`src/rtl/rd_pkg.sv`:
```
// shared types and constants for the restoring divider pipeline
// no dependencies; used by rd_step, rd_out_fifo, restoring_divider_32, rd_result_checker and tb
package rd_pkg;

  localparam int unsigned DataW   = 32;
  localparam int unsigned TdataW  = 2 * DataW;
  localparam int unsigned NumSteps = DataW;
  localparam int unsigned FifoDepth = 2;
  localparam int unsigned CountW  = $clog2(FifoDepth + 1);

  // work carried from one step stage to the next
  typedef struct packed {
    logic             zero;  // dividend was zero, result forced to zero
    logic [DataW-1:0] den;   // divisor
    logic [DataW-1:0] num;   // dividend bits not yet consumed, msb first
    logic [DataW-1:0] quo;   // quotient bits so far
    logic [DataW-1:0] rem;   // partial remainder
  } rd_stage_t;

  // finished result, quotient in the low half
  typedef struct packed {
    logic [DataW-1:0] remainder;
    logic [DataW-1:0] quotient;
  } rd_result_t;

  // output buffer status seen by the top level
  typedef struct packed {
    logic [CountW-1:0] count;
    logic              full;
  } rd_fifo_stat_t;

endpackage

```
`src/rtl/rd_out_fifo.sv`:
```
// two-entry output buffer that decouples the pipeline from the receiver
// depends on rd_pkg
module rd_out_fifo (
  input  logic                  clk_i,
  input  logic                  rst_ni,
  input  logic                  push_i,
  input  rd_pkg::rd_result_t    data_i,
  input  logic                  pop_i,
  output logic                  valid_o,
  output rd_pkg::rd_result_t    data_o,
  output rd_pkg::rd_fifo_stat_t stat_o
);

  rd_pkg::rd_result_t              mem_q [rd_pkg::FifoDepth];
  logic                            wr_ptr_q, wr_ptr_d;
  logic                            rd_ptr_q, rd_ptr_d;
  logic [rd_pkg::CountW-1:0]       count_q, count_d;
  logic                            do_pop;

  assign do_pop = pop_i && (count_q != '0);

  always_comb begin
    wr_ptr_d = push_i ? ~wr_ptr_q : wr_ptr_q;
    rd_ptr_d = do_pop ? ~rd_ptr_q : rd_ptr_q;
    count_d  = count_q;
    if (push_i && !do_pop) begin
      count_d = count_q + rd_pkg::CountW'(1);
    end else if (!push_i && do_pop) begin
      count_d = count_q - rd_pkg::CountW'(1);
    end
  end

  always_ff @(posedge clk_i or negedge rst_ni) begin
    if (!rst_ni) begin
      wr_ptr_q <= 1'b0;
      rd_ptr_q <= 1'b0;
      count_q  <= '0;
    end else begin
      wr_ptr_q <= wr_ptr_d;
      rd_ptr_q <= rd_ptr_d;
      count_q  <= count_d;
    end
  end

  always_ff @(posedge clk_i) begin
    if (push_i) begin
      mem_q[wr_ptr_q] <= data_i;
    end
  end

  assign valid_o      = (count_q != '0);
  assign data_o       = mem_q[rd_ptr_q];
  assign stat_o.count = count_q;
  assign stat_o.full  = (count_q == rd_pkg::CountW'(rd_pkg::FifoDepth));

endmodule

```
`config.mk`:
```
export PLATFORM = sky130hd
export DESIGN_NAME = rd_out_fifo
export DESIGN_NICKNAME = d
export VERILOG_FILES = /design/src/rtl/rd_pkg.sv /design/src/rtl/rd_out_fifo.sv
export SDC_FILE = /design/constraint.sdc
export NUM_CORES = 1
export LEC_CHECK = 0
export ABC_AREA = 1
export BUFFER_PORTS_ARGS = -buffer_cell sky130_fd_sc_hd__buf_2
export CORE_MARGIN = 10
export CORE_UTILIZATION = 50
export DETAILED_ROUTE_END_ITERATION = 10
export PLACE_DENSITY = 0.77
export SYNTH_ARGS = -nofsm -noshare
export SYNTH_HDL_FRONTEND = slang
export SYNTH_SLANG_ARGS = --single-unit
```
`constraint.sdc`:
```
create_clock -name clk_i -period 6.7 [get_ports clk_i]
set_input_delay 1.005 -clock clk_i [delete_from_list [all_inputs] [get_ports clk_i]]
set_output_delay 1.005 -clock clk_i [all_outputs]
set_load 0.1 [all_outputs]
```
* After elaboration in Yosys (flattened, before gate mapping)
Memories as Yosys holds them, arrays and structs flattened.
Index checks and enable logic that the tools add are counted.
** Word-level totals
- Bits in registers :: 4
- Bits in writable memories :: 128
- Output and inout port bits :: 68
- Memories :: 1
** Operators by class
- Add/sub/neg operators :: 2
- Equality and inequality tests :: 1
- Muxes and demuxes :: 4
- Bitwise gates (word level) :: 2
- Reduce and logical (&&, ||, !) cells :: 7
** Memory list
- mem_q :: words 2, width 64, rd ports 1, clocked after Yosys merged registers in 0, write ports 1, RTL line rd_out_fifo.sv:14 : rd_pkg::rd_result_t mem_q [rd_pkg::FifoDepth];
** Operators by type and width (number)
- $mux W2 :: 2
- $reduce_bool A2 Y1 :: 2
- $logic_and A1 B1 Y1 :: 3
- $add A2 B1 Y2 const B :: 1
- $eq A2 B2 Y1 const B :: 1
- $logic_not A1 Y1 :: 2
- $mux W1 :: 2
- $not A1 Y1 :: 2
- $sub A2 B1 Y2 const B :: 1

* Logic depth before layout (Yosys ltp)
- Depth after elaboration :: 5
- Mapped depth :: 9
- Mapped depth without buffers :: 9

* Worst setup path before layout
OpenSTA, ideal clock, no wires.
- Kind :: input-to-reg
- From :: input push_i
- To :: memory mem_q[0][0] in the netlist's numbering, enable pin
- Setup time :: 0.488 ns
- Arrival time :: 3.729 ns
- Data required time :: 6.212 ns
- Setup slack :: 2.483 ns
- Cell stages on the path :: 2
- Path buffers :: 0
- Cells stage by stage :: inv_1 -> nor2_1
** Between the ends
- Cells in the longest elaborated chain, start to end :: 2
** RTL lines
- start: declaration :: RTL line rd_out_fifo.sv:6 : input logic push_i,
- $mux W1 :: RTL line rd_out_fifo.sv:46 : if (push_i) begin
- $mux W1 (not written as such) :: RTL line rd_out_fifo.sv:47 : mem_q[wr_ptr_q] <= data_i;
- end: declaration :: RTL line rd_out_fifo.sv:14
No other way between the ends.

==> metrics.cfg <==
[outcome]
status=completed

[synth]
synth_top_area_share_pct=79.0
synth_edf_count=128
ys_ff_latch=132
yosys-top-cells-area=edfxtp_1, nand2_1, dfrtp_1
synth_commonest_cells=nand2_1, edfxtp_1, buf_4, buf_2, inv_1
syn_nets=431
synthFlopType=edfxtp_1
yosysTopAreaCell=edfxtp_1
syn_area_um2=4870
yosysMostFrequentCell=nand2_1
ys_types=13
yosys_warnings=0
syn_inst=362
syn_area_per_cell_um2=13.4
ys_seq_area_share_pct=81.0
synthArstFlopShare_pct=3.03

[die]
die_x_um=119
coreArea_um2=9370
die_area_um2=14100
die_h_um=119
pin_count=136
num_rows=35
initial_core_util_pct=51.9

[clocking]
cts_tree=built
htreeDepth=4
clk_pin_slew_ps=50
cts.repair.resized=0
cts_max_path_buffers=2
root_buffer=clkbuf_8
post-cts-setup-buffers=0
cts_sinks=132
postCtsHoldBufs=0
cts_buffers=17
worstSkewPairLatency_ps=510

[detailed_routing]
viasPerCell=4.83
dr.pass1.iters=4
final_antenna_net_count=0
avgRoutedWirePerCell_um=16.2
first_iter_violations=203
drc=0
routed_wl_um=10500
via_count=3120

[global_route]
antenna_found_initial=0
grt_pass1_vias=3210
grt_max_degree=66
grt_pass1_wl_um=16600
track_usage_pct=14.8
overflow=0

[worst_setup_path]
r2r_end=mem_q[0][8]$_DFFE_PP_
worst_ep_required_time_ps=5690
setup.worst_path.class=reg2out
crit_fanout=65
crit_path_start=rd_ptr_q$_DFFE_PN0P_
worstSetupStartpointType=flop
rrSetupSlack_ps=4660
reg2regPathDepth=2
timing.rr.start=wr_ptr_q$_DFFE_PN0P_
cp-end-kind=primary output
cp.arrival_ps=2450

[sta]
worst_pin_slew_ps=1140
fmaxAchievable_mhz=290
relSlewSlack_pct=24.0
maxSlewViolCount=0
final-hold-violation-count=0
setup_viol=0
finalSetupTns_ps=0
finalCriticalPeriod_ps=3450
grt_setup_unrepaired=false
skew_ps=9.53
fin_crit_sh_pct=51.5

[layout]
multiInputGateArea_um2=816
drive_above_1_share_pct=32.9
final_cells=646
fin_util_pct=66.9
nFillCells=692
design_area_um2=6270
diodes=0
area_growth_pct=28.8
nets=574
seqCellArea_um2=3950

[min_path]
hold_path.class=in2async

[job]
maxCapViolCount=0

[placement]
placed_cells=615
hpwl_um=6820
post_dp_cell_area_um2=5650
gp_congestion=0.732
port_buffers=135

routing by layer:
layer	share of wire [%]	vias to the layer above	track usage, %
met3	10	11	7.43
li1	-	1503	-
met2	46	139	22.8
met1	43	1467	17.8
met4	0.82	0	4.50
met5	0	-	0
kinds of logic after synthesis:
kind of cell               after synthesis  share of synthesized area, %
adders and majority gates                1                         0.257
xor gates and xnor gates                 2                         0.360
buffers and inverters                   21                          2.39
and+or+nand+nor                        206                          16.0
DFF                                    132                          81.0
flip-flops by register name, indices dropped and copies added (netlist names):
signal    flops
count_q       2
wr_ptr_q      1
rd_ptr_q      1
mem_q       128
placed cells by master, fill, tap and decap left out:
cell / n
nand2_1: 201
buf_2: 135
edfxtp_1: 128
clkbuf_16: 16
inv_1: 5
bufinv_16: 5
clkinv_1: 3
dfrtp_1: 3
buf_4: 3
inv_2: 2
nand3_1: 2
clkinv_4: 2
inv_6: 2
nor2_1: 1
nor2_4: 1
xnor2_1: 1
xor2_1: 1
nand4_1: 1
ha_1: 1
clkbuf_8: 1
clkinv_2: 1
clkinvlp_4: 1
dfrtp_2: 1
worst max-delay path, stage by stage (launching register included):
cell     delay (ps)
dfrtp_2         400
inv_2           810
nand2_1         140
nand2_1         120
buf_2           450
how the worst max path moves through the flow:
stage,endpoint,slack [ps]
detailed placement,data_o[45],3730
floorplan,mem_q[0][0]$_DFFE_PP_,2480
global placement,data_o[60],3770
finish,data_o[45],3250
global route,data_o[45],2990
CTS,data_o[45],3190
through the flow:
step                      setup slack, ps  hold WS (ps)
after global routing                 2990           292
after detailed placement             3730           486
final                                3250           307
after floorplan                      2480           461
after global placement               3770           480
after CTS                            3190           283
area by class of cell:
| type | instances | area share, % |
|---|---|---|
| flip-flops and latches | 132 | 62.9 |
| multi-input cells | 209 | 13.0 |
| clock buffers | 17 | 6.61 |
| well taps | 129 | 2.57 |
| clock inverters | 14 | 3.33 |
| inverters | 7 | 0.419 |
| repair buffers | 138 | 11.1 |
Power is left out: the tool's default activity adds up to more than one toggle a clock period on the data nets, which glitch-free logic cannot reach.
