**src/rtl/rd_pkg.sv**
```systemverilog
// shared types and constants for the restoring divider pipeline
// no dependencies; used by rd_step, rd_out_fifo, restoring_divider_32, rd_result_checker and tb
package rd_pkg;

  localparam int unsigned DataW   = 32;
  localparam int unsigned TdataW  = 2 * DataW;
  localparam int unsigned NumSteps = DataW;
  localparam int unsigned FifoDepth = 2;
  localparam int unsigned CountW  = $clog2(FifoDepth + 1);

  // work carried from one step stage to the next
  typedef struct packed {
    logic             zero;  // dividend was zero, result forced to zero
    logic [DataW-1:0] den;   // divisor
    logic [DataW-1:0] num;   // dividend bits not yet consumed, msb first
    logic [DataW-1:0] quo;   // quotient bits so far
    logic [DataW-1:0] rem;   // partial remainder
  } rd_stage_t;

  // finished result, quotient in the low half
  typedef struct packed {
    logic [DataW-1:0] remainder;
    logic [DataW-1:0] quotient;
  } rd_result_t;

  // output buffer status seen by the top level
  typedef struct packed {
    logic [CountW-1:0] count;
    logic              full;
  } rd_fifo_stat_t;

endpackage

```
**src/rtl/rd_step.sv**
```systemverilog
// one restoring division step followed by its pipeline register
// depends on rd_pkg
module rd_step (
  input  logic              clk_i,
  input  logic              rst_ni,
  input  logic              en_i,
  input  logic              valid_i,
  input  rd_pkg::rd_stage_t stage_i,
  output logic              valid_o,
  output rd_pkg::rd_stage_t stage_o
);

  logic [rd_pkg::DataW:0]   shifted;
  logic [rd_pkg::DataW:0]   diff;
  logic                     take;
  rd_pkg::rd_stage_t        stage_d;
  rd_pkg::rd_stage_t        stage_q;
  logic                     valid_q;

  always_comb begin
    // shift next dividend bit into the remainder, keep the carried-out bit
    shifted = {stage_i.rem, stage_i.num[rd_pkg::DataW-1]};
    diff    = shifted - {1'b0, stage_i.den};
    take    = (shifted >= {1'b0, stage_i.den});
    stage_d      = stage_i;
    stage_d.num  = {stage_i.num[rd_pkg::DataW-2:0], 1'b0};
    stage_d.quo  = {stage_i.quo[rd_pkg::DataW-2:0], take};
    stage_d.rem  = take ? diff[rd_pkg::DataW-1:0] : shifted[rd_pkg::DataW-1:0];
  end

  always_ff @(posedge clk_i or negedge rst_ni) begin
    if (!rst_ni) begin
      valid_q <= 1'b0;
    end else if (en_i) begin
      valid_q <= valid_i;
    end
  end

  always_ff @(posedge clk_i) begin
    if (en_i && valid_i) begin
      stage_q <= stage_d;
    end
  end

  assign valid_o = valid_q;
  assign stage_o = stage_q;

endmodule

```
**config.mk**
```make
export PLATFORM = sky130hd
export DESIGN_NAME = rd_step
export DESIGN_NICKNAME = d
export VERILOG_FILES = /design/src/rtl/rd_pkg.sv /design/src/rtl/rd_step.sv
export SDC_FILE = /design/constraint.sdc
export NUM_CORES = 1
export LEC_CHECK = 0
export ABC_AREA = 1
export ABC_CLOCK_PERIOD_IN_PS = 800
export BUFFER_PORTS_ARGS = -buffer_cell sky130_fd_sc_hd__buf_4
export CORE_ASPECT_RATIO = 1.2
export CORE_UTILIZATION = 45
export DETAILED_ROUTE_END_ITERATION = 16
export PLACE_DENSITY = 0.86
export SLEW_MARGIN = 20
export SYNTH_ARGS = -nofsm -noshare
export SYNTH_HDL_FRONTEND = slang
export SYNTH_SLANG_ARGS = --single-unit
export TNS_END_PERCENT = 10
```
**constraint.sdc**
```tcl
create_clock -name clk_i -period 0.8 [get_ports clk_i]
set_input_delay 0.04 -clock clk_i [delete_from_list [all_inputs] [get_ports clk_i]]
set_output_delay 0.04 -clock clk_i [all_outputs]
set_load 0.01 [all_outputs]
```
==> report_table.html, run 1 <==
<table>
<tr><th>Metric</th><th>Value</th></tr>
<tr><th colspan="2">Status</th></tr>
<tr><td>Outcome</td><td>aborted with a tool error</td></tr>
<tr><td>Failing step</td><td>global routing</td></tr>
<tr><td>Log Error</td><td>[ERROR GRT-0232] Routing congestion too high. Check the congestion heatmap in the GUI.</td></tr>
<tr><th colspan="2">Floorplanning</th></tr>
<tr><td>Standard-cell row count</td><td>49</td></tr>
<tr><td>I/O pins</td><td>263</td></tr>
<tr><td>Die span in x</td><td>116 um</td></tr>
<tr><td>Effective utilization at floorplan</td><td>46.6%</td></tr>
<tr><td>Die Y-Extent</td><td>139 um</td></tr>
<tr><th colspan="2">Clock network</th></tr>
<tr><td>H-tree depth</td><td>4</td></tr>
<tr><td>Buffer cell driving the clock tree root</td><td>sky130_fd_sc_hd__clkbuf_16</td></tr>
<tr><td>CTS max path bufs</td><td>2</td></tr>
<tr><td>Number of buffers added by the clock tree synthesis step</td><td>17</td></tr>
<tr><td>Clock net sink count</td><td>129</td></tr>
<tr><th colspan="2">Synthesis</th></tr>
<tr><td>Synthesized instance count</td><td>782</td></tr>
<tr><td>Post-synthesis async set-or-reset flop share</td><td>0.775%</td></tr>
<tr><td>Number of synthesized flops with an enable pin</td><td>128</td></tr>
<tr><td>Summed instance area of the synthesized netlist</td><td>0.00706 mm^2</td></tr>
<tr><td>Total nets after synthesis</td><td>948</td></tr>
<tr><td>Post-synth top cells</td><td>sky130_fd_sc_hd__nand2_1 (275), sky130_fd_sc_hd__inv_1 (152), sky130_fd_sc_hd__edfxtp_1 (128), sky130_fd_sc_hd__nand3_1 (56), sky130_fd_sc_hd__nor2_1 (34)</td></tr>
<tr><td>Top-area cell type share of the netlist area</td><td>54.5%</td></tr>
<tr><td>Main flop type after synthesis</td><td>sky130_fd_sc_hd__edfxtp_1</td></tr>
<tr><td>Cell type contributing the most total cell area after synthesis</td><td>sky130_fd_sc_hd__edfxtp_1</td></tr>
<tr><td>Top area cells in the synthesized netlist</td><td>sky130_fd_sc_hd__edfxtp_1 (54%), sky130_fd_sc_hd__nand2_1 (15%), sky130_fd_sc_hd__inv_1 (8.1%)</td></tr>
<tr><td>Warnings from Yosys</td><td>0</td></tr>
<tr><td>Distinct cell type count of the synthesized netlist</td><td>29</td></tr>
<tr><td>Fraction of the yosys area taken by sequential cells</td><td>54.8%</td></tr>
<tr><td>FF+latch count, synth</td><td>129</td></tr>
<tr><td>Syn Area/Cell</td><td>9.02 um^2</td></tr>
<tr><td>Most repeated cell in the gate-level netlist after synthesis</td><td>sky130_fd_sc_hd__nand2_1</td></tr>
<tr><th colspan="2">STA</th></tr>
<tr><td>Kind of pin the worst path terminates on</td><td>register input</td></tr>
<tr><td>GRT repair_timing worst endpoint</td><td>stage_o[16]$_DFFE_PP_/D</td></tr>
<tr><th colspan="2">GRT</th></tr>
<tr><td>Total Routing Usage GR</td><td>73.1%</td></tr>
<tr><td>Global-route congestion overflow total</td><td>65</td></tr>
<tr><td>Maximum number of pins on one net before global-route repair</td><td>46</td></tr>
<tr><th colspan="2">Place</th></tr>
<tr><td>Setup WS pre-CTS</td><td>-1.24 ns</td></tr>
<tr><td>Placed wire-length estimate after detailed placement</td><td>16,600 um</td></tr>
<tr><td>Port-buffer cells</td><td>260</td></tr>
<tr><td>Final estimated routing congestion in global placement</td><td>0.925</td></tr>
</table>
[kinds of logic after synthesis]
family	Yosys count	synth area share (%)
fa+ha+maj	33	5.96
other cells	1	0.0531
flops	129	54.8
compound gates	26	1.91
xor+xnor	14	1.74
simple gates	416	26.1
buf+inv	163	9.41
[layer usage]
layer / track usage (%) / GRT overflow
met5: 21.3 / 0
met4: 70.6 / 25
met3: 57.4 / 0
met2: 89.2 / 40
met1: 74.3 / 0
[repair_timing]
item,in CTS
hold endpoints to repair,128
buffers inserted,16
pin swaps,33
hold buffers,129
endpoints found under the setup margin,162
gates cloned,4
gates resized for setup,238
[stage by stage]
stage                     area (um^2)  utilization [%]  hold WS (ns)  setup TNS, ns  std cells
after floorplan                  7080                -        -0.256        -225.31        782
after global placement          10100             66.5        -0.183         -57.90       1342
after detailed placement        10100             66.5        -0.184         -61.17       1342
after CTS                       13200             87.4        -0.127         -92.91       1523
==> run 2: changes to the inputs <==
ABC_CLOCK_PERIOD_IN_PS = 1040   (was 800)
CORE_ASPECT_RATIO = unset   (was 1.2)
CORE_UTILIZATION = 30   (was 45)
PLACE_DENSITY = unset   (was 0.86)
PLACE_DENSITY_LB_ADDON = 0.15   (was unset)
clock period = 1.04 ns   (was 0.8 ns; I/O delays follow)
==> report_table.html, run 2 <==
<table>
<tr><th>Metric</th><th>Value</th></tr>
<tr><th colspan="2">Pwr</th></tr>
<tr><td>Portion of total power attributed to sequential cells</td><td>34.8%</td></tr>
<tr><td>Power per cell area</td><td>1290 mW/mm^2</td></tr>
<tr><td>Power share of the combinational group</td><td>29.0%</td></tr>
<tr><td>Cell-internal power</td><td>13.1 mW</td></tr>
<tr><td>Maximum VDD drop</td><td>0.000912 V</td></tr>
<tr><td>Switching Share</td><td>28.5%</td></tr>
<tr><td>Switch Pwr</td><td>5.22 mW</td></tr>
<tr><td>Leakage Power</td><td>6.62 nW</td></tr>
<tr><td>Clock group share of total power</td><td>36.2%</td></tr>
<tr><th colspan="2">GRT</th></tr>
<tr><td>Total Routing Usage GR</td><td>21.1%</td></tr>
<tr><td>Global Route met2 Usage</td><td>36.9%</td></tr>
<tr><td>Maximum number of pins on one net before global-route repair</td><td>52</td></tr>
<tr><td>Via count of the first global-routing pass</td><td>7,149</td></tr>
<tr><td>Most crowded layer after global routing</td><td>met2</td></tr>
<tr><td>First-pass GRT wire length</td><td>38,100 um</td></tr>
<tr><td>Initial antenna violation count</td><td>1</td></tr>
<tr><td>Fraction of met3 tracks used by global routing</td><td>6.10%</td></tr>
<tr><td>Global routing usage on met1</td><td>24.4%</td></tr>
<tr><td>Global-route congestion overflow total</td><td>0</td></tr>
<tr><th colspan="2">Synthesis</th></tr>
<tr><td>Most repeated cell in the gate-level netlist after synthesis</td><td>sky130_fd_sc_hd__nand2_1</td></tr>
<tr><td>Post-synth top cells</td><td>sky130_fd_sc_hd__nand2_1 (275), sky130_fd_sc_hd__inv_1 (152), sky130_fd_sc_hd__edfxtp_1 (128), sky130_fd_sc_hd__nand3_1 (56), sky130_fd_sc_hd__nor2_1 (34)</td></tr>
<tr><td>Syn Area/Cell</td><td>9.02 um^2</td></tr>
<tr><td>Number of synthesized flops with an enable pin</td><td>128</td></tr>
<tr><td>Warnings from Yosys</td><td>0</td></tr>
<tr><td>Top-area cell type share of the netlist area</td><td>54.5%</td></tr>
<tr><td>FF+latch count, synth</td><td>129</td></tr>
<tr><td>Post-synthesis async set-or-reset flop share</td><td>0.775%</td></tr>
<tr><td>Top area cells in the synthesized netlist</td><td>sky130_fd_sc_hd__edfxtp_1 (54%), sky130_fd_sc_hd__nand2_1 (15%), sky130_fd_sc_hd__inv_1 (8.1%)</td></tr>
<tr><td>Summed instance area of the synthesized netlist</td><td>0.00706 mm^2</td></tr>
<tr><td>Distinct cell type count of the synthesized netlist</td><td>29</td></tr>
<tr><td>Main flop type after synthesis</td><td>sky130_fd_sc_hd__edfxtp_1</td></tr>
<tr><td>Fraction of the yosys area taken by sequential cells</td><td>54.8%</td></tr>
<tr><td>Cell type contributing the most total cell area after synthesis</td><td>sky130_fd_sc_hd__edfxtp_1</td></tr>
<tr><td>Total nets after synthesis</td><td>948</td></tr>
<tr><td>Synthesized instance count</td><td>782</td></tr>
<tr><th colspan="2">Setup path</th></tr>
<tr><td>WS Path Type</td><td>in2reg</td></tr>
<tr><td>First element of the critical path</td><td>stage_i[28]</td></tr>
<tr><td>Source of the worst register-to-register timing path</td><td>valid_o</td></tr>
<tr><td>Stage delay of the slowest cell on the critical path</td><td>0.30 ns</td></tr>
<tr><td>Sequence of cells on the critical path</td><td>buf_4 &gt; ha_4 &gt; nand2_4 &gt; nor3_4 &gt; nand2_2 &gt; buf_4 &gt; a21oi_4 &gt; nor2_4 &gt; buf_12 &gt; clkbuf_16 &gt; nand3_1 &gt; nand2_1</td></tr>
<tr><td>Required time of the worst setup path</td><td>1.23 ns</td></tr>
<tr><td>CP most frequent cell</td><td>sky130_fd_sc_hd__buf_4</td></tr>
<tr><td>Cell with the largest stage delay on the worst path</td><td>sky130_fd_sc_hd__ha_4</td></tr>
<tr><td>Maximum fanout along the worst path</td><td>8</td></tr>
<tr><td>Critical path arrival</td><td>1.63 ns</td></tr>
<tr><td>Startpoint class of the critical path</td><td>input port</td></tr>
<tr><td>Kind of end point of the critical path</td><td>flop</td></tr>
<tr><th colspan="2">STA</th></tr>
<tr><td>Final TNS setup</td><td>-11.94 ns</td></tr>
<tr><td>Final setup violation count</td><td>39</td></tr>
<tr><td>Unrepaired setup endpoints after global routing</td><td>true</td></tr>
<tr><td>Worst-case setup margin in the final layout</td><td>-0.393 ns</td></tr>
<tr><td>Pins over their slew limit</td><td>0</td></tr>
<tr><td>Setup skew after layout</td><td>0 ns</td></tr>
<tr><td>Achievable frequency</td><td>698 MHz</td></tr>
<tr><td>Share of the clock period used by the worst path</td><td>138%</td></tr>
<tr><td>Tmin final</td><td>1.43 ns</td></tr>
<tr><td>Final hold violation count</td><td>0</td></tr>
<tr><th colspan="2">Drt</th></tr>
<tr><td>Detailed-route vias per instance</td><td>4.39</td></tr>
<tr><td>Number of iterations in the first detailed-routing pass</td><td>5</td></tr>
<tr><td>Number of vias in the routed layout</td><td>7,324</td></tr>
<tr><td>Post-route DRC</td><td>0</td></tr>
<tr><td>Routed WL per cell</td><td>16.1 um</td></tr>
<tr><td>Violation count after the first detailed-route iteration</td><td>336</td></tr>
<tr><td>Final Routed Wirelength</td><td>26,900 um</td></tr>
<tr><td>Antenna Nets Post-Route</td><td>0</td></tr>
<tr><th colspan="2">Floorplanning</th></tr>
<tr><td>Die Y-Extent</td><td>155 um</td></tr>
<tr><td>Total Die Area</td><td>0.0241 mm^2</td></tr>
<tr><td>Die span in x</td><td>155 um</td></tr>
<tr><td>Core region area</td><td>0.0228 mm^2</td></tr>
<tr><td>Standard-cell row count</td><td>55</td></tr>
<tr><td>I/O pins</td><td>263</td></tr>
<tr><td>Effective utilization at floorplan</td><td>30.9%</td></tr>
<tr><th colspan="2">Clock network</th></tr>
<tr><td>Clock net sink count</td><td>129</td></tr>
<tr><td>TritonCTS clock tree</td><td>built</td></tr>
<tr><td>Number of buffers added by the clock tree synthesis step</td><td>17</td></tr>
<tr><td>H-tree depth</td><td>4</td></tr>
<tr><td>Buffer cell driving the clock tree root</td><td>sky130_fd_sc_hd__clkbuf_16</td></tr>
<tr><td>CTS max path bufs</td><td>2</td></tr>
<tr><td>Clock transition at the registers of the reported paths</td><td>0.06 ns</td></tr>
<tr><td>Worst skew pair latency</td><td>0.44 ns</td></tr>
<tr><th colspan="2">Worst hold path</th></tr>
<tr><td>Hold Path Class</td><td>in2reg</td></tr>
<tr><td>Hold Path Origin</td><td>stage_i[0]</td></tr>
<tr><th colspan="2">Status</th></tr>
<tr><td>Outcome</td><td>finished with violations</td></tr>
<tr><td>Violations in the final reports</td><td>setup timing</td></tr>
<tr><th colspan="2">Place</th></tr>
<tr><td>Placed wire-length estimate after detailed placement</td><td>17,200 um</td></tr>
<tr><td>Setup WS pre-CTS</td><td>-1.04 ns</td></tr>
<tr><td>Port-buffer cells</td><td>260</td></tr>
<tr><td>Number of cells in the design after placement</td><td>1,464</td></tr>
<tr><td>Final estimated routing congestion in global placement</td><td>0.874</td></tr>
<tr><th colspan="2">Finish</th></tr>
<tr><td>Top library cells by usage in the layout, fill and taps aside</td><td>sky130_fd_sc_hd__buf_4 (310), sky130_fd_sc_hd__nand2_1 (206), sky130_fd_sc_hd__edfxtp_1 (128)</td></tr>
<tr><td>Final cell count without fillers</td><td>1,667</td></tr>
<tr><td>Number of flip-flops under the largest register name</td><td>128</td></tr>
<tr><td>Most frequent standard cell in the layout excluding fill and tap cells</td><td>sky130_fd_sc_hd__buf_4</td></tr>
<tr><td>NumNets Final</td><td>1,507</td></tr>
<tr><td>Signed area change from the synthesized netlist to the final layout</td><td>102%</td></tr>
<tr><td>Number of antenna repair diodes</td><td>0</td></tr>
<tr><td>Proportion of layout cells with a drive suffix above 1</td><td>50.6%</td></tr>
<tr><th colspan="2">Job</th></tr>
<tr><td>Number of max-cap violations</td><td>0</td></tr>
</table>
run 2: what timing repair did:
action,in CTS,in global routing
gates cloned,5,9
setup endpoints to repair,47,239
buffers inserted,22,8
hold buffers,124,3
pin swaps,41,50
hold endpoints to repair,124,2
gates resized for setup,208,159
run 2: through the flow:
stage                     util, %  total power, mW  hold WS [ns]  instance area (um^2)
after detailed placement     44.8             10.1        -0.171                 10200
after CTS                    58.4             18.0        -0.180                 13300
after global placement       44.8             10.1        -0.172                 10200
after global routing         62.3             19.1        0.0316                 14200
final                        62.3             18.3        0.0239                 14200
after floorplan                 -             8.16        -0.244                  7080
run 2: power by group through the flow:
| stage | Combinational, mW | Clock [mW] | Sequential, mW |
|---|---|---|---|
| 2_1_floorplan | 1.50 | 0 | 6.66 |
| 3_3_place_gp | 3.65 | 0 | 6.44 |
| 3_5_place_dp | 3.68 | 0 | 6.44 |
| 4_1_cts | 4.82 | 6.80 | 6.35 |
| 5_1_grt | 5.75 | 6.99 | 6.42 |
| 6_report | 5.33 | 6.64 | 6.38 |
run 2: final cells by class:
| class | instances | area [um^2] |
|---|---|---|
| timing repair buffer | 544 | 5020 |
| tap | 313 | 392 |
| clock buffer | 18 | 429 |
| multi-input combinational | 497 | 3730 |
| clock inverter | 14 | 204 |
| sequential | 129 | 3870 |
| inverter | 152 | 597 |
| fill | 1905 | 8610 |
run 2: kinds of logic (layout without fill, tap and decap cells):
| group | after synthesis | after routing | synth area share (%) |
|---|---|---|---|
| xor gates and xnor gates | 14 | 14 | 1.74 |
| other | 1 | 1 | 0.0531 |
| adders and majority gates | 33 | 33 | 5.96 |
| and+or+nand+nor | 416 | 423 | 26.1 |
| AOI/OAI and AO/OA | 26 | 26 | 1.91 |
| DFF | 129 | 129 | 54.8 |
| buffers and inverters | 163 | 728 | 9.41 |
run 2: worst paths after layout:
| path | endpoint | slack, ns | cells past startpoint |
|---|---|---|---|
| hold reg to reg | valid_o | 0.55 | 2 |
| min in group asynchronous | valid_o | 0.46 | 3 |
| max in group asynchronous | valid_o | 0.48 | 3 |
| hold / removal | stage_o[1] | 0.02 | 3 |
| setup reg to reg | valid_o | 0.41 | 2 |
| setup / recovery | stage_o[14] | -0.39 | 12 |
run 2: critical path: cells and delay by family:
family | cells | cell delay [ns]
compound gates | 1 | 0.14
simple gates | 6 | 0.52
buf+inv | 4 | 0.61
fa+ha+maj | 1 | 0.30
run 2: layer usage:
metal / vias to the layer above / wire length (um)
met2: 255 / 13800
met4: 2 / 560
met1: 3402 / 10800
met3: 40 / 1720
li1: 3625 / -
met5: - / 18
(Power assumes the default switching activity.)
==> run 3: changes to the inputs <==
ABC_CLOCK_PERIOD_IN_PS = 1400   (was 1040)
REMOVE_ABC_BUFFERS = 1   (was unset)
clock period = 1.4 ns   (was 1.04 ns; I/O delays follow)
==> report_table.html, run 3 (synthesis results as in run 2) <==
<table>
<tr><th>Metric</th><th>Value</th></tr>
<tr><th colspan="2">Drt</th></tr>
<tr><td>Number of iterations in the first detailed-routing pass</td><td>4</td></tr>
<tr><td>Post-route DRC</td><td>0</td></tr>
<tr><td>Number of vias in the routed layout</td><td>6,996</td></tr>
<tr><td>Detailed-route vias per instance</td><td>4.28</td></tr>
<tr><td>Antenna Nets Post-Route</td><td>0</td></tr>
<tr><td>Violation count after the first detailed-route iteration</td><td>263</td></tr>
<tr><td>Routed WL per cell</td><td>15.1 um</td></tr>
<tr><td>Final Routed Wirelength</td><td>24,600 um</td></tr>
<tr><th colspan="2">Setup path</th></tr>
<tr><td>Crit-path leading delay family</td><td>buffers and inverters</td></tr>
<tr><td>Stage delay of the slowest cell on the critical path</td><td>0.26 ns</td></tr>
<tr><td>Required time of the worst setup path</td><td>1.57 ns</td></tr>
<tr><td>Critical path arrival</td><td>1.58 ns</td></tr>
<tr><td>Kind of end point of the critical path</td><td>flop</td></tr>
<tr><td>Sequence of cells on the critical path</td><td>buf_4 &gt; ha_4 &gt; nand2_2 &gt; nand2_2 &gt; buf_4 &gt; buf_4 &gt; a21oi_1 &gt; nand2_1 &gt; nand2_1 &gt; nand2_2 &gt; buf_4 &gt; xor2_1 &gt; nand2_1 &gt; nand2_1</td></tr>
<tr><td>Bufs and invs on worst path</td><td>4</td></tr>
<tr><td>WS Path Type</td><td>in2reg</td></tr>
<tr><td>Startpoint class of the critical path</td><td>input port</td></tr>
<tr><td>Maximum fanout along the worst path</td><td>4</td></tr>
<tr><td>Cell with the largest stage delay on the worst path</td><td>sky130_fd_sc_hd__ha_4</td></tr>
<tr><th colspan="2">Status</th></tr>
<tr><td>Violations in the final reports</td><td>setup timing</td></tr>
<tr><td>Outcome</td><td>finished with violations</td></tr>
<tr><th colspan="2">Finish</th></tr>
<tr><td>Fin util</td><td>58.7%</td></tr>
<tr><td>Top library cells by usage in the layout, fill and taps aside</td><td>sky130_fd_sc_hd__buf_4 (368), sky130_fd_sc_hd__nand2_1 (198), sky130_fd_sc_hd__edfxtp_1 (128)</td></tr>
<tr><td>Signed area change from the synthesized netlist to the final layout</td><td>90.1%</td></tr>
<tr><td>Proportion of layout cells with a drive suffix above 1</td><td>50.3%</td></tr>
<tr><td>NumNets Final</td><td>1,476</td></tr>
<tr><td>Number of antenna repair diodes</td><td>0</td></tr>
<tr><td>Most frequent standard cell in the layout excluding fill and tap cells</td><td>sky130_fd_sc_hd__buf_4</td></tr>
<tr><td>Number of flip-flops under the largest register name</td><td>128</td></tr>
<tr><th colspan="2">Floorplanning</th></tr>
<tr><td>Die Y-Extent</td><td>155 um</td></tr>
<tr><td>Die span in x</td><td>155 um</td></tr>
<tr><td>Standard-cell row count</td><td>55</td></tr>
<tr><td>Core region area</td><td>0.0228 mm^2</td></tr>
<tr><td>Effective utilization at floorplan</td><td>30.9%</td></tr>
<tr><td>I/O pins</td><td>263</td></tr>
<tr><td>Total Die Area</td><td>0.0241 mm^2</td></tr>
<tr><th colspan="2">Pwr</th></tr>
<tr><td>Total power after layout</td><td>12.7 mW</td></tr>
<tr><td>Power per cell area</td><td>949 mW/mm^2</td></tr>
<tr><td>Leakage Power</td><td>6.31 nW</td></tr>
<tr><td>Portion of total power attributed to sequential cells</td><td>37.0%</td></tr>
<tr><td>Maximum VDD drop</td><td>0.000732 V</td></tr>
<tr><td>Power share of the combinational group</td><td>28.9%</td></tr>
<tr><td>Switch Pwr</td><td>3.84 mW</td></tr>
<tr><td>Cell-internal power</td><td>8.90 mW</td></tr>
<tr><td>Clock group share of total power</td><td>34.2%</td></tr>
<tr><td>Switching Share</td><td>30.1%</td></tr>
<tr><th colspan="2">GRT</th></tr>
<tr><td>First-pass GRT wire length</td><td>37,500 um</td></tr>
<tr><td>Via count of the first global-routing pass</td><td>7,193</td></tr>
<tr><td>Global-route congestion overflow total</td><td>0</td></tr>
<tr><td>Initial antenna violation count</td><td>0</td></tr>
<tr><td>Total Routing Usage GR</td><td>20.3%</td></tr>
<tr><td>Maximum number of pins on one net before global-route repair</td><td>44</td></tr>
<tr><th colspan="2">Place</th></tr>
<tr><td>Final estimated routing congestion in global placement</td><td>0.880</td></tr>
<tr><td>Port-buffer cells</td><td>260</td></tr>
<tr><td>Placed wire-length estimate after detailed placement</td><td>17,300 um</td></tr>
<tr><th colspan="2">Clock network</th></tr>
<tr><td>H-tree depth</td><td>4</td></tr>
<tr><td>Buffer cell driving the clock tree root</td><td>sky130_fd_sc_hd__clkbuf_16</td></tr>
<tr><td>Number of buffers added by the clock tree synthesis step</td><td>17</td></tr>
<tr><td>TritonCTS clock tree</td><td>built</td></tr>
<tr><td>Clock net sink count</td><td>129</td></tr>
<tr><td>CTS max path bufs</td><td>2</td></tr>
<tr><td>Worst skew pair latency</td><td>0.42 ns</td></tr>
<tr><td>Clock transition at the registers of the reported paths</td><td>0.07 ns</td></tr>
<tr><th colspan="2">STA</th></tr>
<tr><td>Tmin final</td><td>1.41 ns</td></tr>
<tr><td>Final setup violation count</td><td>1</td></tr>
<tr><td>Unrepaired setup endpoints after global routing</td><td>true</td></tr>
<tr><td>Setup skew after layout</td><td>0 ns</td></tr>
<tr><td>Achievable frequency</td><td>711 MHz</td></tr>
<tr><td>Pins over their slew limit</td><td>0</td></tr>
<tr><td>Worst-case setup margin in the final layout</td><td>-0.00680 ns</td></tr>
<tr><td>Share of the clock period used by the worst path</td><td>100%</td></tr>
<tr><td>Final hold violation count</td><td>0</td></tr>
<tr><th colspan="2">Job</th></tr>
<tr><td>Number of max-cap violations</td><td>0</td></tr>
<tr><th colspan="2">Worst hold path</th></tr>
<tr><td>Hold Path Class</td><td>in2reg</td></tr>
</table>
-- run 3: cell count changes in the layout (fill, tap and decap cells not counted), moves of 5 or more --
cell,previous run,this run
sky130_fd_sc_hd__buf_12,11,6
sky130_fd_sc_hd__clkbuf_16,24,19
sky130_fd_sc_hd__inv_1,115,109
sky130_fd_sc_hd__nand2_2,54,62
sky130_fd_sc_hd__nand2_1,206,198
sky130_fd_sc_hd__nand2_8,11,2
sky130_fd_sc_hd__nand3_1,20,32
sky130_fd_sc_hd__buf_6,84,17
sky130_fd_sc_hd__nand3_2,45,31
sky130_fd_sc_hd__inv_2,27,34
sky130_fd_sc_hd__buf_4,310,368
-- run 3: cell type report --
class	count	area, um^2
clock buffer	17	425
clock inverter	15	143
fill	2043	9440
inverter	152	596
multi-input combinational	490	3580
sequential	129	3870
tap	313	392
timing repair buffer	520	4410
-- run 3: worst paths after layout --
check	from	to	slack [ns]	cells past startpoint
setup / recovery	stage_i[3]	stage_o[15]	-0.007	14
hold / removal	stage_i[0]	stage_o[1]	0.06	3
setup reg to reg	valid_o	valid_o	0.22	3
hold reg to reg	valid_o	valid_o	1.10	3
max in group asynchronous	rst_ni	valid_o	0.79	3
min in group asynchronous	rst_ni	valid_o	0.50	3
-- run 3: worst reg2reg max path: cells and delay by family (launching register included) --
kind	cells	cell delay, ns
AOI/OAI and AO/OA	1	0.06
DFF	1	0.39
buffers and inverters	2	0.62
-- run 3: timing repair --
action | in CTS | in global routing
gates cloned | 0 | 2
pin swaps | 24 | 66
hold buffers | 125 | 0
endpoints found under the hold margin | 123 | 0
setup endpoints to repair | 33 | 32
buffers inserted | 8 | 9
resized for setup | 137 | 157
-- run 3: per-layer routing --
metal / part of all wire [%] / track usage [%]
met1: 42 / 23.7
met2: 51 / 36.8
met3: 6.0 / 5.07
met4: 1.4 / 5.23
met5: 0 / 0
-- run 3: power groups by stage --
stage | Sequential, mW | Combinational, mW | Clock (mW)
detailed placement | 4.79 | 2.77 | 0
global route | 4.74 | 4.00 | 4.62
global placement | 4.79 | 2.75 | 0
floorplan | 4.95 | 1.07 | 0
CTS | 4.71 | 3.39 | 4.48
finish | 4.71 | 3.67 | 4.35
-- run 3: stage by stage --
| step | TNS, ns | instance area, um^2 | hold WS [ns] | worst slack (ns) | std cells |
|---|---|---|---|---|---|
| global placement | -22.45 | 10300 | -0.154 | -0.707 | 1461 |
| floorplan | -232.99 | 6960 | -0.226 | -1.68 | 771 |
| global route | -1.07 | 13400 | 0.0650 | -0.0721 | 1636 |
| finish | -0.00680 | 13400 | 0.0576 | -0.00680 | 1636 |
| detailed placement | -22.57 | 10300 | -0.154 | -0.713 | 1461 |
| CTS | -0.0996 | 12800 | 0.0223 | -0.0262 | 1625 |
==> run 4: changes to the inputs <==
CTS_CLUSTER_SIZE = 40   (was unset)
RECOVER_POWER = 100   (was unset)
==> report_table.html, run 4 (synthesis results as in run 2) <==
<table>
<tr><th>Metric</th><th>Value</th></tr>
<tr><th colspan="2">Place</th></tr>
<tr><td>Port-buffer cells</td><td>260</td></tr>
<tr><td>Final estimated routing congestion in global placement</td><td>0.880</td></tr>
<tr><td>Placed wire-length estimate after detailed placement</td><td>17,300 um</td></tr>
<tr><th colspan="2">Status</th></tr>
<tr><td>Violations in the final reports</td><td>setup timing</td></tr>
<tr><td>Outcome</td><td>finished with violations</td></tr>
<tr><th colspan="2">GRT</th></tr>
<tr><td>Maximum number of pins on one net before global-route repair</td><td>44</td></tr>
<tr><td>Via count of the first global-routing pass</td><td>7,193</td></tr>
<tr><td>Total Routing Usage GR</td><td>20.3%</td></tr>
<tr><td>Global-route congestion overflow total</td><td>0</td></tr>
<tr><td>Initial antenna violation count</td><td>0</td></tr>
<tr><td>First-pass GRT wire length</td><td>37,500 um</td></tr>
<tr><th colspan="2">Setup path</th></tr>
<tr><td>WS Path Type</td><td>in2reg</td></tr>
<tr><td>Maximum fanout along the worst path</td><td>4</td></tr>
<tr><td>Startpoint class of the critical path</td><td>input port</td></tr>
<tr><td>Required time of the worst setup path</td><td>1.57 ns</td></tr>
<tr><td>Source of the worst register-to-register timing path</td><td>valid_o</td></tr>
<tr><td>Critical path arrival</td><td>1.58 ns</td></tr>
<tr><td>First element of the critical path</td><td>stage_i[3]</td></tr>
<tr><td>Kind of end point of the critical path</td><td>flop</td></tr>
<tr><th colspan="2">Drt</th></tr>
<tr><td>Violation count after the first detailed-route iteration</td><td>264</td></tr>
<tr><td>Post-route DRC</td><td>0</td></tr>
<tr><td>Number of iterations in the first detailed-routing pass</td><td>4</td></tr>
<tr><td>Detailed-route vias per instance</td><td>4.28</td></tr>
<tr><td>Routed WL per cell</td><td>15.1 um</td></tr>
<tr><td>Number of vias in the routed layout</td><td>6,998</td></tr>
<tr><td>Antenna Nets Post-Route</td><td>0</td></tr>
<tr><td>Final Routed Wirelength</td><td>24,600 um</td></tr>
<tr><th colspan="2">Clock network</th></tr>
<tr><td>Number of buffers added by the clock tree synthesis step</td><td>17</td></tr>
<tr><td>CTS max path bufs</td><td>2</td></tr>
<tr><td>Buffer cell driving the clock tree root</td><td>sky130_fd_sc_hd__clkbuf_16</td></tr>
<tr><td>H-tree depth</td><td>4</td></tr>
<tr><td>Clock net sink count</td><td>129</td></tr>
<tr><td>Worst skew pair latency</td><td>0.42 ns</td></tr>
<tr><td>TritonCTS clock tree</td><td>built</td></tr>
<tr><td>Clock transition at the registers of the reported paths</td><td>0.07 ns</td></tr>
<tr><th colspan="2">Job</th></tr>
<tr><td>Number of max-cap violations</td><td>0</td></tr>
<tr><th colspan="2">STA</th></tr>
<tr><td>Share of the clock period used by the worst path</td><td>100%</td></tr>
<tr><td>Setup skew after layout</td><td>0 ns</td></tr>
<tr><td>Pins over their slew limit</td><td>0</td></tr>
<tr><td>Worst-case setup margin in the final layout</td><td>-0.00678 ns</td></tr>
<tr><td>Final setup violation count</td><td>1</td></tr>
<tr><td>Tmin final</td><td>1.41 ns</td></tr>
<tr><td>Achievable frequency</td><td>711 MHz</td></tr>
<tr><td>Final hold violation count</td><td>0</td></tr>
<tr><td>Worst-case hold slack</td><td>0.0576 ns</td></tr>
<tr><td>Unrepaired setup endpoints after global routing</td><td>true</td></tr>
<tr><th colspan="2">Floorplanning</th></tr>
<tr><td>Standard-cell row count</td><td>55</td></tr>
<tr><td>Die Y-Extent</td><td>155 um</td></tr>
<tr><td>I/O pins</td><td>263</td></tr>
<tr><td>Effective utilization at floorplan</td><td>30.9%</td></tr>
<tr><td>Core region area</td><td>0.0228 mm^2</td></tr>
<tr><td>Total Die Area</td><td>0.0241 mm^2</td></tr>
<tr><td>Die span in x</td><td>155 um</td></tr>
<tr><th colspan="2">Pwr</th></tr>
<tr><td>Leakage Power</td><td>6.31 nW</td></tr>
<tr><td>Maximum VDD drop</td><td>0.000732 V</td></tr>
<tr><td>Total power after layout</td><td>12.7 mW</td></tr>
<tr><td>Power per cell area</td><td>949 mW/mm^2</td></tr>
<tr><th colspan="2">Finish</th></tr>
<tr><td>Top library cells by usage in the layout, fill and taps aside</td><td>sky130_fd_sc_hd__buf_4 (366), sky130_fd_sc_hd__nand2_1 (198), sky130_fd_sc_hd__edfxtp_1 (128)</td></tr>
<tr><td>NumNets Final</td><td>1,476</td></tr>
<tr><td>Signed area change from the synthesized netlist to the final layout</td><td>90.1%</td></tr>
<tr><td>Proportion of layout cells with a drive suffix above 1</td><td>50.3%</td></tr>
<tr><td>Number of antenna repair diodes</td><td>0</td></tr>
<tr><td>Number of flip-flops under the largest register name</td><td>128</td></tr>
<tr><td>Most frequent standard cell in the layout excluding fill and tap cells</td><td>sky130_fd_sc_hd__buf_4</td></tr>
<tr><th colspan="2">Worst hold path</th></tr>
<tr><td>Hold Path Class</td><td>in2reg</td></tr>
<tr><td>Hold Path Origin</td><td>stage_i[0]</td></tr>
</table>
==> run 4: changes by cell type in the layout (fill, tap and decap cells not counted), sizes merged <==
| cell | previous run | this run |
|---|---|---|
| clkbuf | 19 | 21 |
| buf | 393 | 391 |
==> run 4: area by class of cell <==
class	count	area [um^2]
clock inverters	15	143
repair buffers	520	4410
inverters	152	596
fillers	2043	9440
clock buffers	17	425
flip-flops and latches	129	3870
multi-input cells	490	3580
well taps	313	392
==> run 4: path summary, 6_finish.rpt <==
| kind | cells after the start | slack, ns | end |
|---|---|---|---|
| worst max-delay path | 14 | -0.007 | stage_o[15] |
| worst min-delay path | 3 | 0.06 | stage_o[1] |
| worst max register to register | 3 | 0.22 | valid_o |
| worst min register to register | 3 | 1.10 | valid_o |
| max in group asynchronous | 3 | 0.79 | valid_o |
| min in group asynchronous | 3 | 0.50 | valid_o |
==> run 4: repair_timing <==
action,in CTS,in global routing
hold buffers,125,0
gates resized for setup,137,157
pin swaps,24,66
buffers inserted,8,9
setup endpoints to repair,33,32
gates cloned,0,2
hold endpoints to repair,123,0
==> run 4: metal layers <==
layer	share of wire, %	vias up	global-route usage (%)
li1	-	3549	-
met1	42	3247	23.7
met2	51	185	36.8
met3	6.0	17	5.07
met4	1.4	0	5.23
met5	0	-	0
==> run 4: critical path, cell delays in order <==
cell                      delay, ns
sky130_fd_sc_hd__buf_4         0.13
sky130_fd_sc_hd__ha_4          0.26
sky130_fd_sc_hd__nand2_2       0.06
sky130_fd_sc_hd__nand2_2       0.06
sky130_fd_sc_hd__buf_4         0.12
sky130_fd_sc_hd__buf_4         0.13
sky130_fd_sc_hd__a21oi_1       0.13
sky130_fd_sc_hd__nand2_1       0.09
sky130_fd_sc_hd__nand2_1       0.08
sky130_fd_sc_hd__nand2_2       0.07
sky130_fd_sc_hd__buf_4         0.14
sky130_fd_sc_hd__xor2_1        0.14
sky130_fd_sc_hd__nand2_1       0.06
sky130_fd_sc_hd__nand2_1       0.04
==> run 4: through the flow <==
stage          instance area (um^2)  TNS [ns]  worst slack, ns  util, %  std cells
3_3_place_gp                  10300    -22.45           -0.707     44.9       1461
4_1_cts                       12800   -0.0996          -0.0262     56.0       1625
2_1_floorplan                  6960   -232.99            -1.68        -        771
5_1_grt                       13400     -1.14          -0.0721     58.7       1636
6_report                      13400  -0.00678         -0.00678     58.7       1636
3_5_place_dp                  10300    -22.57           -0.713     44.9       1461
==> run 4: report_power, final <==
part | internal, mW | leakage, nW | switching, mW
sequential | 4.62 | 1.21 | 0.0919
combinational | 1.92 | 4.82 | 1.75
clock | 2.36 | 0.276 | 1.99
